File: config.mk
export PLATFORM = sky130hd
export DESIGN_NAME = neural_activation_softmax_top
export DESIGN_NICKNAME = d
export VERILOG_FILES = /design/src/nas_pkg.sv /design/src/nas_ram.sv /design/src/nas_front.sv /design/src/nas_exp.sv /design/src/nas_div.sv /design/src/nas_back.sv /design/src/neural_activation_softmax_top.sv
export SDC_FILE = /design/constraint.sdc
export NUM_CORES = 2
export LEC_CHECK = 0
export BUFFER_PORTS_ARGS = -buffer_cell sky130_fd_sc_hd__buf_4
export CORE_ASPECT_RATIO = 0.5
export CORE_MARGIN = 2
export CORE_UTILIZATION = 30
export CTS_CLUSTER_DIAMETER = 50
export CTS_CLUSTER_SIZE = 14
export DETAILED_ROUTE_END_ITERATION = 8
export PLACE_DENSITY = 0.47
export SLEW_MARGIN = 25
export SYNTH_ARGS = -nofsm -noshare
export SYNTH_HDL_FRONTEND = slang
export SYNTH_HIERARCHICAL = 1
export SYNTH_SLANG_ARGS = --single-unit
export TNS_END_PERCENT = 10
File: constraint.sdc
create_clock -name clk -period 12.35 [get_ports clk]
set_input_delay 1.235 -clock clk [delete_from_list [all_inputs] [get_ports clk]]
set_output_delay 1.235 -clock clk [all_outputs]
set_load 0.02 [all_outputs]
File: src/nas_pkg.sv
// Shared types, constants and the exp table for the activation block.
package nas_pkg;

  localparam int SAMPLE_W = 16;
  localparam int COUNT_W  = 7;   // holds a row length up to 64
  localparam int EXP_W    = 17;  // exp argument and Q16 exp value
  localparam int SUM_W    = 23;  // sum of up to 64 Q16 exp values
  localparam int NUM_W    = 33;  // divider numerator
  localparam int QUOT_W   = 17;  // divider quotient

  localparam logic [16:0] LOG2E_Q16 = 17'd94548;
  localparam logic [31:0] LEAK_Q16  = 32'd655;

  // Values of the activation_kind register
  typedef enum logic [2:0] {
    KIND_RELU,
    KIND_SIGMOID,
    KIND_TANH,
    KIND_LEAKY,
    KIND_ROW,
    KIND_RSVD5,
    KIND_RSVD6,
    KIND_RSVD7
  } kind_t;

  // Commands passed from the front to the back
  typedef enum logic [2:0] {
    OP_RELU,
    OP_SIGMOID,
    OP_TANH,
    OP_LRELU,
    OP_PASS,
    OP_ROW
  } op_t;

  typedef struct packed {
    op_t                       op;
    logic signed [SAMPLE_W-1:0] sample;
    logic [COUNT_W-1:0]        count;
    logic                      ovf;
  } cmd_t;

  typedef struct packed {
    logic signed [SAMPLE_W-1:0] sample_in;
    logic                       end_of_row;
  } in_item_t;

  typedef struct packed {
    logic signed [SAMPLE_W-1:0] sample_out;
    logic                       last_of_run;
    logic                       row_overflow;
  } out_item_t;

  // 2^(-i/16) in Q16, i = 0..16
  function automatic logic [16:0] pow2_neg(input logic [4:0] idx);
    logic [16:0] v;
    case (idx)
      5'd0:    v = 17'd65536;
      5'd1:    v = 17'd62757;
      5'd2:    v = 17'd60097;
      5'd3:    v = 17'd57549;
      5'd4:    v = 17'd55109;
      5'd5:    v = 17'd52773;
      5'd6:    v = 17'd50535;
      5'd7:    v = 17'd48393;
      5'd8:    v = 17'd46341;
      5'd9:    v = 17'd44376;
      5'd10:   v = 17'd42495;
      5'd11:   v = 17'd40693;
      5'd12:   v = 17'd38968;
      5'd13:   v = 17'd37316;
      5'd14:   v = 17'd35734;
      5'd15:   v = 17'd34219;
      default: v = 17'd32768;
    endcase
    return v;
  endfunction

endpackage

File: src/nas_ram.sv
// Generic single-write, single-read RAM with registered read data.
module nas_ram #(
  parameter int WIDTH = 16,
  parameter int DEPTH = 64,
  parameter int AW    = $clog2(DEPTH)
) (
  input  logic             clk,
  input  logic             we,
  input  logic [AW-1:0]    waddr,
  input  logic [WIDTH-1:0] wdata,
  input  logic [AW-1:0]    raddr,
  output logic [WIDTH-1:0] rdata
);

  logic [WIDTH-1:0] mem [DEPTH];

  always_ff @(posedge clk) begin
    if (we) begin
      mem[waddr] <= wdata;
    end
    rdata <= mem[raddr];
  end

endmodule

File: src/nas_front.sv
// Front end: config register, input acceptance, row storage and command queue.
module nas_front #(
  parameter int MAX_COLS = 64,
  parameter int ADDR_W   = $clog2(MAX_COLS)
) (
  input  logic              clk,
  input  logic              rst,
  input  logic              push,
  output logic              full,
  input  nas_pkg::in_item_t item,
  input  logic              cfg_valid,
  output logic              cfg_ready,
  input  logic [2:0]        cfg_data,
  output logic              cmd_valid,
  output nas_pkg::cmd_t     cmd,
  input  logic              cmd_pop,
  input  logic              row_done,
  output logic              row_busy,
  output logic              ram_we,
  output logic [ADDR_W-1:0] ram_waddr,
  output logic [15:0]       ram_wdata
);
  import nas_pkg::*;

  logic [2:0]         activation_kind;
  logic [COUNT_W-1:0] row_count;
  logic               overflow_seen;
  logic               accept;
  logic               is_row;
  logic               room;
  logic               enq;
  logic               deq;
  logic [COUNT_W-1:0] count_next;
  logic               ovf_next;
  cmd_t               new_cmd;
  cmd_t               q_mem [2];
  logic               wr_ptr;
  logic               rd_ptr;
  logic [1:0]         q_count;

  assign cfg_ready = 1'b1;
  assign full      = (q_count == 2'd2) || row_busy;
  assign accept    = push && !full;
  assign is_row    = (activation_kind == KIND_ROW);
  assign room      = (row_count < COUNT_W'(MAX_COLS));

  // Row storage write
  assign ram_we    = accept && is_row && room;
  assign ram_waddr = row_count[ADDR_W-1:0];
  assign ram_wdata = item.sample_in;

  assign count_next = room ? row_count + 1'b1 : row_count;
  assign ovf_next   = overflow_seen || !room;
  assign enq        = accept && (!is_row || item.end_of_row);
  assign deq        = cmd_pop && cmd_valid;
  assign cmd_valid  = (q_count != 2'd0);
  assign cmd        = q_mem[rd_ptr];

  // Classify the sample into a command
  always_comb begin
    new_cmd.sample = item.sample_in;
    new_cmd.count  = count_next;
    new_cmd.ovf    = ovf_next;
    case (activation_kind)
      KIND_RELU:    new_cmd.op = OP_RELU;
      KIND_SIGMOID: new_cmd.op = OP_SIGMOID;
      KIND_TANH:    new_cmd.op = OP_TANH;
      KIND_LEAKY:   new_cmd.op = OP_LRELU;
      KIND_ROW:     new_cmd.op = OP_ROW;
      default:      new_cmd.op = OP_PASS;
    endcase
  end

  // Control state
  always_ff @(posedge clk) begin
    if (rst) begin
      activation_kind <= KIND_RELU;
      row_count       <= '0;
      overflow_seen   <= 1'b0;
      row_busy        <= 1'b0;
      wr_ptr          <= 1'b0;
      rd_ptr          <= 1'b0;
      q_count         <= 2'd0;
    end else begin
      if (cfg_valid && cfg_ready) begin
        activation_kind <= cfg_data;
      end
      if (accept && is_row) begin
        if (item.end_of_row) begin
          row_count     <= '0;
          overflow_seen <= 1'b0;
          row_busy      <= 1'b1;
        end else begin
          row_count     <= count_next;
          overflow_seen <= ovf_next;
        end
      end else if (row_done) begin
        row_busy <= 1'b0;
      end
      if (enq) begin
        wr_ptr <= !wr_ptr;
      end
      if (deq) begin
        rd_ptr <= !rd_ptr;
      end
      q_count <= q_count + {1'b0, enq} - {1'b0, deq};
    end
  end

  // Queue payload
  always_ff @(posedge clk) begin
    if (enq) begin
      q_mem[wr_ptr] <= new_cmd;
    end
  end

endmodule

File: src/nas_exp.sv
// Three-stage exp(-n/2048) unit giving a Q16 result.
module nas_exp (
  input  logic        clk,
  input  logic        rst,
  input  logic        start,
  input  logic [16:0] arg,
  output logic        done,
  output logic [16:0] value
);
  import nas_pkg::*;

  logic        v1;
  logic        v2;
  logic [33:0] y;
  logic [6:0]  k;
  logic [3:0]  idx;
  logic [11:0] r;
  logic [16:0] a;
  logic [16:0] b;
  logic [11:0] d;
  logic [23:0] prod;
  logic [16:0] frac_v;
  logic [4:0]  k2;
  logic        zero2;
  logic [17:0] rnd;
  logic [17:0] rsum;

  assign k    = y[33:27];
  assign idx  = y[26:23];
  assign r    = y[22:11];
  assign a    = pow2_neg({1'b0, idx});
  assign b    = pow2_neg({1'b0, idx} + 5'd1);
  assign d    = 12'(a - b);
  assign prod = 24'(d) * 24'(r);
  assign rnd  = (k2 == 5'd0) ? 18'd0 : (18'd1 << (k2 - 5'd1));
  assign rsum = {1'b0, frac_v} + rnd;

  // Valid pipeline
  always_ff @(posedge clk) begin
    if (rst) begin
      v1   <= 1'b0;
      v2   <= 1'b0;
      done <= 1'b0;
    end else begin
      v1   <= start;
      v2   <= v1;
      done <= v2;
    end
  end

  // Data pipeline: scale by log2(e), interpolate, shift by integer part
  always_ff @(posedge clk) begin
    y      <= 34'(arg) * 34'(LOG2E_Q16);
    frac_v <= a - 17'((prod + 24'd2048) >> 12);
    k2     <= k[4:0];
    zero2  <= (k > 7'd16);
    value  <= zero2 ? 17'd0 : 17'(rsum >> k2);
  end

endmodule

File: src/nas_div.sv
// Restoring divider, one quotient bit per cycle, 17-bit quotient.
module nas_div (
  input  logic        clk,
  input  logic        rst,
  input  logic        start,
  input  logic [32:0] num,
  input  logic [22:0] den,
  output logic        done,
  output logic [16:0] quot
);

  logic [22:0] rem;
  logic [16:0] low;
  logic [22:0] dvs;
  logic [4:0]  cnt;
  logic        busy;
  logic [23:0] trial;
  logic        ge;

  assign trial = {rem, low[16]};
  assign ge    = (trial >= {1'b0, dvs});

  // Iteration control
  always_ff @(posedge clk) begin
    if (rst) begin
      busy <= 1'b0;
      done <= 1'b0;
      cnt  <= 5'd0;
    end else begin
      done <= 1'b0;
      if (start) begin
        busy <= 1'b1;
        cnt  <= 5'd17;
      end else if (busy) begin
        cnt <= cnt - 5'd1;
        if (cnt == 5'd1) begin
          busy <= 1'b0;
          done <= 1'b1;
        end
      end
    end
  end

  // Datapath: high bits of the numerator are already below the divisor
  always_ff @(posedge clk) begin
    if (start) begin
      rem <= 23'(num[32:17]);
      low <= num[16:0];
      dvs <= den;
    end else if (busy) begin
      rem  <= ge ? 23'(trial - {1'b0, dvs}) : trial[22:0];
      low  <= {low[15:0], 1'b0};
      quot <= {quot[15:0], ge};
    end
  end

endmodule

File: src/nas_back.sv
// Back end: sequencer that evaluates commands and drives the result register.
module nas_back #(
  parameter int MAX_COLS = 64,
  parameter int ADDR_W   = $clog2(MAX_COLS)
) (
  input  logic               clk,
  input  logic               rst,
  input  logic               cmd_valid,
  input  nas_pkg::cmd_t      cmd,
  output logic               cmd_pop,
  output logic               row_done,
  output logic [ADDR_W-1:0]  ram_raddr,
  input  logic [15:0]        ram_rdata,
  output logic               empty,
  input  logic               pop,
  output nas_pkg::out_item_t result
);
  import nas_pkg::*;

  typedef enum logic [3:0] {
    ST_IDLE,
    ST_EW_GO,
    ST_EW_WAIT,
    ST_DIV_WAIT,
    ST_EMIT,
    ST_MAX_RD,
    ST_MAX_CMP,
    ST_SUM_RD,
    ST_SUM_GO,
    ST_SUM_WAIT,
    ST_OUT_RD,
    ST_OUT_GO,
    ST_OUT_WAIT
  } state_t;

  state_t             state;
  op_t                op;
  logic signed [15:0] x;
  logic [COUNT_W-1:0] n;
  logic               ovf;
  logic [COUNT_W-1:0] idx;
  logic signed [15:0] mx;
  logic [SUM_W-1:0]   sum;
  out_item_t          pend;
  logic               out_valid;

  logic               exp_start;
  logic [16:0]        exp_arg;
  logic               exp_done;
  logic [16:0]        exp_val;
  logic               div_start;
  logic [32:0]        div_num;
  logic [22:0]        div_den;
  logic               div_done;
  logic [16:0]        quot;

  logic [16:0]        xe;
  logic [16:0]        ax;
  logic [16:0]        diff;
  logic signed [15:0] ew_val;
  logic signed [31:0] lp;
  logic [17:0]        den_e;
  logic [17:0]        sig_p;
  logic [15:0]        div_val;
  logic               is_last;
  logic               slot_free;
  logic               load_out;

  nas_exp u_exp (
    .clk   (clk),
    .rst   (rst),
    .start (exp_start),
    .arg   (exp_arg),
    .done  (exp_done),
    .value (exp_val)
  );

  nas_div u_div (
    .clk   (clk),
    .rst   (rst),
    .start (div_start),
    .num   (div_num),
    .den   (div_den),
    .done  (div_done),
    .quot  (quot)
  );

  assign cmd_pop   = (state == ST_IDLE) && cmd_valid;
  assign ram_raddr = idx[ADDR_W-1:0];
  assign empty     = !out_valid;
  assign slot_free = !out_valid || pop;
  assign is_last   = (COUNT_W'(idx + 1'b1) == n);
  // Result register takes the pending result this cycle
  assign load_out  = (state == ST_EMIT) && slot_free;

  // Exp argument: |x| or 2|x| for elementwise, max - x over a row
  assign xe   = {x[15], x};
  assign ax   = x[15] ? 17'(-xe) : xe;
  assign diff = {mx[15], mx} - {ram_rdata[15], ram_rdata};

  always_comb begin
    exp_start = 1'b0;
    exp_arg   = diff;
    case (state)
      ST_EW_GO: begin
        exp_start = 1'b1;
        exp_arg   = (op == OP_TANH) ? 17'(ax << 1) : ax;
      end
      ST_SUM_GO, ST_OUT_GO: begin
        exp_start = 1'b1;
      end
      default: ;
    endcase
  end

  // Divider operands, rounded to nearest by adding half the divisor
  assign den_e     = 18'd65536 + 18'(exp_val);
  assign div_start = exp_done && ((state == ST_EW_WAIT) || (state == ST_OUT_WAIT));

  always_comb begin
    if (state == ST_OUT_WAIT) begin
      div_den = sum;
      div_num = (33'(exp_val) << 11) + 33'(sum >> 1);
    end else if (op == OP_TANH) begin
      div_den = 23'(den_e);
      div_num = (33'(17'd65536 - exp_val) << 11) + 33'(den_e >> 1);
    end else begin
      div_den = 23'(den_e);
      div_num = (33'd1 << 32) + 33'(den_e >> 1);
    end
  end

  // Results that need the divider
  assign sig_p = (18'(quot) + 18'd16) >> 5;

  always_comb begin
    case (op)
      OP_SIGMOID: div_val = x[15] ? 16'(18'd2048 - sig_p) : 16'(sig_p);
      OP_TANH:    div_val = x[15] ? 16'(-quot) : 16'(quot);
      default:    div_val = 16'(quot);
    endcase
  end

  // Elementwise results straight from the command
  assign lp = 32'(cmd.sample) * $signed(LEAK_Q16) + 32'sd32768;

  always_comb begin
    case (cmd.op)
      OP_RELU:  ew_val = cmd.sample[15] ? 16'sd0 : cmd.sample;
      OP_LRELU: ew_val = cmd.sample[15] ? lp[31:16] : cmd.sample;
      default:  ew_val = cmd.sample;
    endcase
  end

  // Sequencer and result register
  always_ff @(posedge clk) begin
    if (rst) begin
      state     <= ST_IDLE;
      out_valid <= 1'b0;
      row_done  <= 1'b0;
    end else begin
      row_done <= load_out && (op == OP_ROW) && is_last;
      if (load_out) begin
        out_valid <= 1'b1;
      end else if (pop && out_valid) begin
        out_valid <= 1'b0;
      end
      case (state)
        ST_IDLE: begin
          if (cmd_valid) begin
            op  <= cmd.op;
            x   <= cmd.sample;
            n   <= cmd.count;
            ovf <= cmd.ovf;
            idx <= '0;
            pend.sample_out   <= ew_val;
            pend.last_of_run  <= 1'b1;
            pend.row_overflow <= 1'b0;
            case (cmd.op)
              OP_ROW:               state <= ST_MAX_RD;
              OP_SIGMOID, OP_TANH:  state <= ST_EW_GO;
              default:              state <= ST_EMIT;
            endcase
          end
        end
        ST_EW_GO: state <= ST_EW_WAIT;
        ST_EW_WAIT: begin
          if (exp_done) begin
            state <= ST_DIV_WAIT;
          end
        end
        ST_DIV_WAIT: begin
          if (div_done) begin
            pend.sample_out   <= div_val;
            pend.last_of_run  <= (op != OP_ROW) || is_last;
            pend.row_overflow <= (op == OP_ROW) && ovf;
            state             <= ST_EMIT;
          end
        end
        ST_EMIT: begin
          if (slot_free) begin
            result <= pend;
            if (op == OP_ROW && !is_last) begin
              idx   <= idx + 1'b1;
              state <= ST_OUT_RD;
            end else begin
              state <= ST_IDLE;
            end
          end
        end
        // Pass 1: row maximum
        ST_MAX_RD: state <= ST_MAX_CMP;
        ST_MAX_CMP: begin
          if (idx == '0 || $signed(ram_rdata) > mx) begin
            mx <= ram_rdata;
          end
          if (is_last) begin
            idx   <= '0;
            sum   <= '0;
            state <= ST_SUM_RD;
          end else begin
            idx   <= idx + 1'b1;
            state <= ST_MAX_RD;
          end
        end
        // Pass 2: sum of exp(x - max)
        ST_SUM_RD: state <= ST_SUM_GO;
        ST_SUM_GO: state <= ST_SUM_WAIT;
        ST_SUM_WAIT: begin
          if (exp_done) begin
            sum <= sum + SUM_W'(exp_val);
            if (is_last) begin
              idx   <= '0;
              state <= ST_OUT_RD;
            end else begin
              idx   <= idx + 1'b1;
              state <= ST_SUM_RD;
            end
          end
        end
        // Pass 3: normalize each element
        ST_OUT_RD: state <= ST_OUT_GO;
        ST_OUT_GO: state <= ST_OUT_WAIT;
        ST_OUT_WAIT: begin
          if (exp_done) begin
            state <= ST_DIV_WAIT;
          end
        end
        default: state <= ST_IDLE;
      endcase
    end
  end

endmodule

File: src/neural_activation_softmax_top.sv
// Top level of the activation block: front end, row RAM and back end.
//
//  channel  | handshake           | payload
//  ---------+---------------------+------------------------------------------
//  input    | push / full         | item   : sample_in, end_of_row
//  result   | pop / empty         | result : sample_out, last_of_run, row_overflow
//  config   | cfg_valid/cfg_ready | cfg_data : activation_kind
//
// ReLU, leaky ReLU and unused kinds are computed straight from the command;
// sigmoid and tanh go through the 3-stage exp unit and the divider.
// A softmax row is processed after its end mark by a max pass, an exp-sum
// pass, then one exp and one divide per result.
// Reset is synchronous; the row RAM needs no clearing. A two-entry command
// queue lets input transfers continue while a result waits; new input is held
// off while a softmax row is pending, until its last result is loaded.
module neural_activation_softmax_top #(
  parameter int MAX_COLS = 64
) (
  input  logic               clk,
  input  logic               rst,
  input  logic               push,
  output logic               full,
  input  nas_pkg::in_item_t  item,
  output logic               empty,
  input  logic               pop,
  output nas_pkg::out_item_t result,
  input  logic               cfg_valid,
  output logic               cfg_ready,
  input  logic [2:0]         cfg_data
);
  import nas_pkg::*;

  localparam int ADDR_W = $clog2(MAX_COLS);

  logic              cmd_valid;
  cmd_t              cmd;
  logic              cmd_pop;
  logic              row_done;
  logic              row_busy;
  logic              ram_we;
  logic [ADDR_W-1:0] ram_waddr;
  logic [15:0]       ram_wdata;
  logic [ADDR_W-1:0] ram_raddr;
  logic [15:0]       ram_rdata;

  nas_front #(
    .MAX_COLS (MAX_COLS),
    .ADDR_W   (ADDR_W)
  ) u_front (
    .clk       (clk),
    .rst       (rst),
    .push      (push),
    .full      (full),
    .item      (item),
    .cfg_valid (cfg_valid),
    .cfg_ready (cfg_ready),
    .cfg_data  (cfg_data),
    .cmd_valid (cmd_valid),
    .cmd       (cmd),
    .cmd_pop   (cmd_pop),
    .row_done  (row_done),
    .row_busy  (row_busy),
    .ram_we    (ram_we),
    .ram_waddr (ram_waddr),
    .ram_wdata (ram_wdata)
  );

  nas_ram #(
    .WIDTH (SAMPLE_W),
    .DEPTH (MAX_COLS),
    .AW    (ADDR_W)
  ) u_row_ram (
    .clk   (clk),
    .we    (ram_we),
    .waddr (ram_waddr),
    .wdata (ram_wdata),
    .raddr (ram_raddr),
    .rdata (ram_rdata)
  );

  nas_back #(
    .MAX_COLS (MAX_COLS),
    .ADDR_W   (ADDR_W)
  ) u_back (
    .clk       (clk),
    .rst       (rst),
    .cmd_valid (cmd_valid),
    .cmd       (cmd),
    .cmd_pop   (cmd_pop),
    .row_done  (row_done),
    .ram_raddr (ram_raddr),
    .ram_rdata (ram_rdata),
    .empty     (empty),
    .pop       (pop),
    .result    (result)
  );

  // A row finishes only while one is pending
  a_done_when_busy: assert property (@(posedge clk) disable iff (rst)
    row_done |-> row_busy)
    else $error("row done without a pending row");

  // The pending row is released only by the back end
  a_busy_release: assert property (@(posedge clk) disable iff (rst)
    $fell(row_busy) |-> $past(row_done))
    else $error("row busy dropped without row done");

  // No row storage write while the back end reads the row
  a_no_write_busy: assert property (@(posedge clk) disable iff (rst)
    row_busy |-> !ram_we)
    else $error("row RAM written during row processing");

endmodule
# Yosys cells after proc, flatten, opt, wreduce, memory -nomap -nowiden
# Memory sizes are Yosys's and may differ from the RTL's. A register that Yosys moved wholly into a read port is not among the register bits.
# Cells that the tools add are included.
# word_totals
mem_bits_rw	1078
rom_bits	544
input_bits	25
register_bits	293
mem_count	4
out_inout_bits	21
# classes
bitwise	3
n_eq_ne	35
shift	2
reduce_logical	53
add_sub_neg	24
multipliers	3
order_cmp	4
n_mux	63
# memory_table
memory	depth	word_bits	rd	rd_clocked_by_memory_dff	write_ports	line_no	text
u_row_ram.mem	64	16	1	1	1	nas_ram.sv:15	logic [WIDTH-1:0] mem [DEPTH];
(name not given)	16	17	1	0	0	nas_pkg.sv:57	case (idx)
(name not given)	16	17	1	1	0	nas_pkg.sv:57	
u_front.q_mem	2	27	1	1	1	nas_front.sv:36	cmd_t q_mem [2];
# op_table
cell	n
2-to-1 mux 17 bit	5
2-to-1 mux 16 bit	5
2-to-1 mux 18 bit	4
2-to-1 mux 23 bit	3
2-to-1 mux 33 bit	2
case mux 16 bit (2 select lines)	2
2-to-1 mux 7 bit	7
case mux 4 bit (12 select lines)	1
case mux 23 bit (2 select lines)	1
case mux 18 bit (2 select lines)	1
adder 33 x 17 -> 33 bit	1
adder 33 x 17 -> 33 bit, first input constant	1
adder 32 x 17 -> 32 bit, second input constant	1
multiplier 17 x 15 -> 32 bit, second input constant	1
adder 28 x 22 -> 29 bit	1
2-to-1 mux 4 bit	7
case mux 7 bit (4 select lines)	1
multiplier 16 x 11 -> 27 bit, second input constant	1
adder 24 x 12 -> 24 bit, second input constant	1
greater-or-equal comparator 24 x 23 -> 1 bit	1
multiplier 12 x 12 -> 24 bit	1
adder 23 x 17 -> 23 bit	1
subtractor 23 bit	1
equality test 4 bit, second input constant	5
other kinds (56)	132

# Longest topological paths before layout
# depth
word_depth	8
depth_mapped	45

# Hierarchy
# The synthesis kept the hierarchy.
# by_module_without_submodules
module	area_per_inst_um2	n_inst	cells_per_inst
nas_ram	40042.2	1	1829
nas_exp	14387.5	1	1584
nas_back	12858.6	1	1467
nas_div	4692.0	1	417
nas_front	3026.7	1	213

# Worst setup path after synthesis
# OpenSTA, ideal clock, no wires.
# synth_path
path_kind	reg-to-reg
startpoint	register u_back.u_exp.y[23]
endpoint	register u_back.u_exp.frac_v[14]
setup_ps	118
n_path_buf	1
arrival_ps	9612
setup_slack_ps	2620
period_less_slack_ps	9730
path_stages_with_launch	42
path_cell_list	dfxtp_1 clkbuf_1 nand3_1 xnor2_1 mux4_2 or2_2 ha_1 a21o_1 a21oi_1 o21bai_1 a21oi_1 o21bai_1 a21oi_1 mux2i_1 o2111ai_1 and2_1 fa_1 inv_1 (+6 left out) inv_1 ha_1 a21oi_1 o21ai_0 a21oi_1 xnor2_1 ha_1 inv_1 fa_1 a21o_1 a21oi_1 o21bai_1 a21oi_1 o21bai_1 a41o_1 o311ai_0 nand3b_1 xnor2_1
# synth_between
elab_chain_cells	7
# synth_rtl
element	line_no	text
start: declaration	nas_exp.sv:14	logic [33:0] y;
start signal: assignment	nas_exp.sv:53	y <= 34'(arg) * 34'(LOG2E_Q16);
adder 4 x 1 -> 5 bit *	nas_exp.sv:32	assign b = pow2_neg({1'b0, idx} + 5'd1);
memory (16 x 17 bit)	n/a	
2-to-1 mux 12 bit *	nas_pkg.sv:57	
subtractor 12 bit *	nas_exp.sv:33	assign d = 12'(a - b);
multiplier 12 x 12 -> 24 bit *	nas_exp.sv:34	assign prod = 24'(d) * 24'(r);
adder 24 x 12 -> 24 bit *	nas_exp.sv:54	frac_v <= a - 17'((prod + 24'd2048) >> 12);
subtractor 17 x 12 -> 17 bit *	nas_exp.sv:54	
end signal: assignment	nas_exp.sv:54	
end: declaration	nas_exp.sv:22	logic [16:0] frac_v;
# Every way passes the cells marked *; elsewhere a longest branch is shown, timed or not.
# A chain may end at the register's enable or synchronous reset.

# Worst setup path after layout
# Ends and elaborated chain as after synthesis.

==> flow_summary.json <==
{
  "synthMuxAreaShare": 0.0987,
  "path_clk_slew_ns": 0.06,
  "ys_seq_area_frac": 0.541,
  "numClockSinks": 1396,
  "layout_min_cycle_time_ns": 11.29,
  "synthAdderAreaFrac": 0.134,
  "syn_area_sq_um": 75000,
  "io_buffers": 44,
  "io_pins": 46,
  "netlist_instances": 5510,
  "grt_first_pass_wirelength_microns": 289000,
  "cp_slowest_stage_delay_ns": 0.61,
  "cts_made_buffers": 147,
  "fp-row-count": 129,
  "multi_input_area_sq_um": 31400,
  "cp_data_required_time_ns": 12.98,
  "crit_path_end_kind": "register",
  "start_util": 0.303,
  "max_clock_freq_ghz": 0.0886,
  "synthSimpleGateAreaFrac": 0.0821,
  "ctsLongestPathBuffers": 4,
  "overflow": 0,
  "synth_seq_cells": 1396,
  "fin_setup_tns_ns": 0,
  "finalCritPeriodShare": 0.914,
  "setup_viol": 0,
  "cp_max_fo": 18,
  "antenna_left": 0,
  "yosys-top-cells-area": "edfxtp_1 50%, ha_1 7.2%, mux4_2 6.8%",
  "finalClockSkew_ns": 0.0828,
  "die_w_microns": 711,
  "async_flop_share": 0,
  "wl_per_cell_microns": 21.4,
  "synth_xor_area_frac": 0.0272,
  "ys.flop_type": "edfxtp_1",
  "synth_top_family_by_area": "adder cells",
  "synth_compound_area_frac": 0.0741,
  "rsz0062_at_grt": "false",
  "drcViolationCount": 0,
  "maxSlewHeadroom": 0.271,
  "ys_types": 117,
  "worstMarginPinSlew_ns": 1.09,
  "synth_area_per_cell_sq_um": 13.6,
  "grt_pass1_vias": 45700,
  "synth.most_common_cell": "edfxtp_1",
  "start_kind": "register",
  "cts_resized": 0,
  "n_fill_cell": 24200,
  "status": "complete, no violations",
  "hold_start": "u_back/u_exp/y[28]$_DFF_P_",
  "antenna_found_initial": 9,
  "grt_max_degree": 101,
  "ff_latch_area_sq_um": 40600,
  "die_h_microns": 358,
  "reg2reg_from": "u_back/u_exp/y[23]$_DFF_P_",
  "cts_setup_buffers": 0,
  "drv_cap": 0,
  "grtUsageTotal": 0.149,
  "crit_arrival_ns": 11.91,
  "hpwlAfterDp_microns": 127000,
  "hold_class": "reg2reg",
  "drt_iter0_markers": 3588,
  "wirelength_microns": 192000,
  "criticalPathCategory": "reg2reg",
  "core-area_sq_um": 248000,
  "hold_buffers": 0,
  "slowest_stage": "xnor2_2",
  "ctsHtreeMaxLevel": 4,
  "clk-insertion-delay-late_ns": 0.83,
  "yosysTopAreaCell": "edfxtp_1",
  "viasPerCell": 4.96,
  "yosysTopAreaCellShare": 0.504,
  "tritoncts": "done",
  "cts-root-buf": "clkbuf_16",
  "die_area_sq_um": 254000,
  "globalplace.congestion": 0.831,
  "hold_viol_final": 0,
  "report.final.slew_viol_count": 0,
  "yosys_warnings": 6,
  "drive_above_1_share": 0.135,
  "nNetsFinal": 6229,
  "syn2layout_area_growth_pct": 11.1,
  "synth_commonest_cells": "1,260 x edfxtp_1, 458 x inv_1, 433 x ha_1",
  "synth_edf_count": 1260,
  "syn_nets": 6199,
  "drt_pass1_iterations": 6,
  "via_count": 44500,
  "worstSetupStartpoint": "u_back/u_exp/y[23]$_DFF_P_"
}
per-layer routing:
metal,up-vias,track usage,share of wire
met5,-,0,0
li1,20400,-,-
met2,993,0.248,0.47
met3,230,0.0199,0.046
met1,22800,0.206,0.46
met4,0,0.0372,0.023
placed cells by master, fill, tap and decap left out, types with 46 or more instances in the layout:
cell	instances
mux4_2	226
o21ai_0	139
mux2i_1	128
inv_1	458
xor2_1	87
and2_1	89
clkbuf_16	149
dfxtp_1	136
nor3_1	61
nand2_1	361
nor2_1	278
edfxtp_1	1260
a22oi_1	47
a21oi_1	210
buf_4	145
a21o_1	46
fa_1	231
nor2b_1	67
xnor2_1	130
nand3_1	95
mux2_2	82
ha_1	433
registers in the layout, summed over array words and instances, names as in the netlist, 17 cells and up, named ones only:
name,flops
u_back/pend,18
u_back/result,18
u_back/sum,23
u_back/u_div/dvs,23
u_back/u_div/low,17
u_back/u_div/quot,17
u_back/u_div/rem,23
u_back/u_exp/a,17
u_back/u_exp/frac_v,17
u_back/u_exp/value,17
u_back/u_exp/y,23
u_front/q_mem,54
u_row_ram/mem,1024
kinds of logic (layout without fill, tap and decap cells):
| group | after synthesis | after routing |
|---|---|---|
| flops | 1396 | 1396 |
| simple gates | 1235 | 1235 |
| compound gates | 823 | 823 |
| buf+inv | 724 | 827 |
| fa+ha+maj | 664 | 664 |
| mux | 440 | 440 |
| xor+xnor | 227 | 227 |
| other cells | 1 | 5 |
worst paths after layout:
kind	end	slack [ns]	cells past startpoint
hold / removal	u_back/u_exp/k2[1]$_DFF_P_	0.35	0
hold reg to reg	u_back/u_exp/k2[1]$_DFF_P_	0.35	0
setup reg to reg	u_back/u_exp/frac_v[14]$_DFF_P_	1.06	40
setup / recovery	u_back/u_exp/frac_v[14]$_DFF_P_	1.06	40
critical path, delay by kind of cell (launching register included):
family,cells,cell delay (ns)
compound gates,15,3.58
fa+ha+maj,8,3.54
simple gates,7,1.33
xor+xnor,3,0.89
mux,2,0.82
flops,1,0.56
buf+inv,5,0.41
through the flow:
stage,cell area [sq um],util,cells,worst slack [ns],hold WS [ns]
after floorplan,75000,-,5510,2.62,0.330
after global placement,78900,0.318,8731,1.02,0.347
after detailed placement,78900,0.318,8731,1.07,0.342
after CTS,83300,0.336,8953,0.991,0.354
after global routing,83300,0.336,8953,0.257,0.365
final,83300,0.336,8957,1.06,0.354
cell type report:
cell class	count	area share
well taps	3340	0.0502
diodes	4	0.000120
clock buffers	167	0.0456
repair buffers	146	0.0133
inverters	459	0.0207
flip-flops and latches	1396	0.487
clock inverters	55	0.00644
multi-input cells	3390	0.377
Power is not shown: default switching activity piles up to over one toggle a cycle in this logic, so the estimate is an artifact.
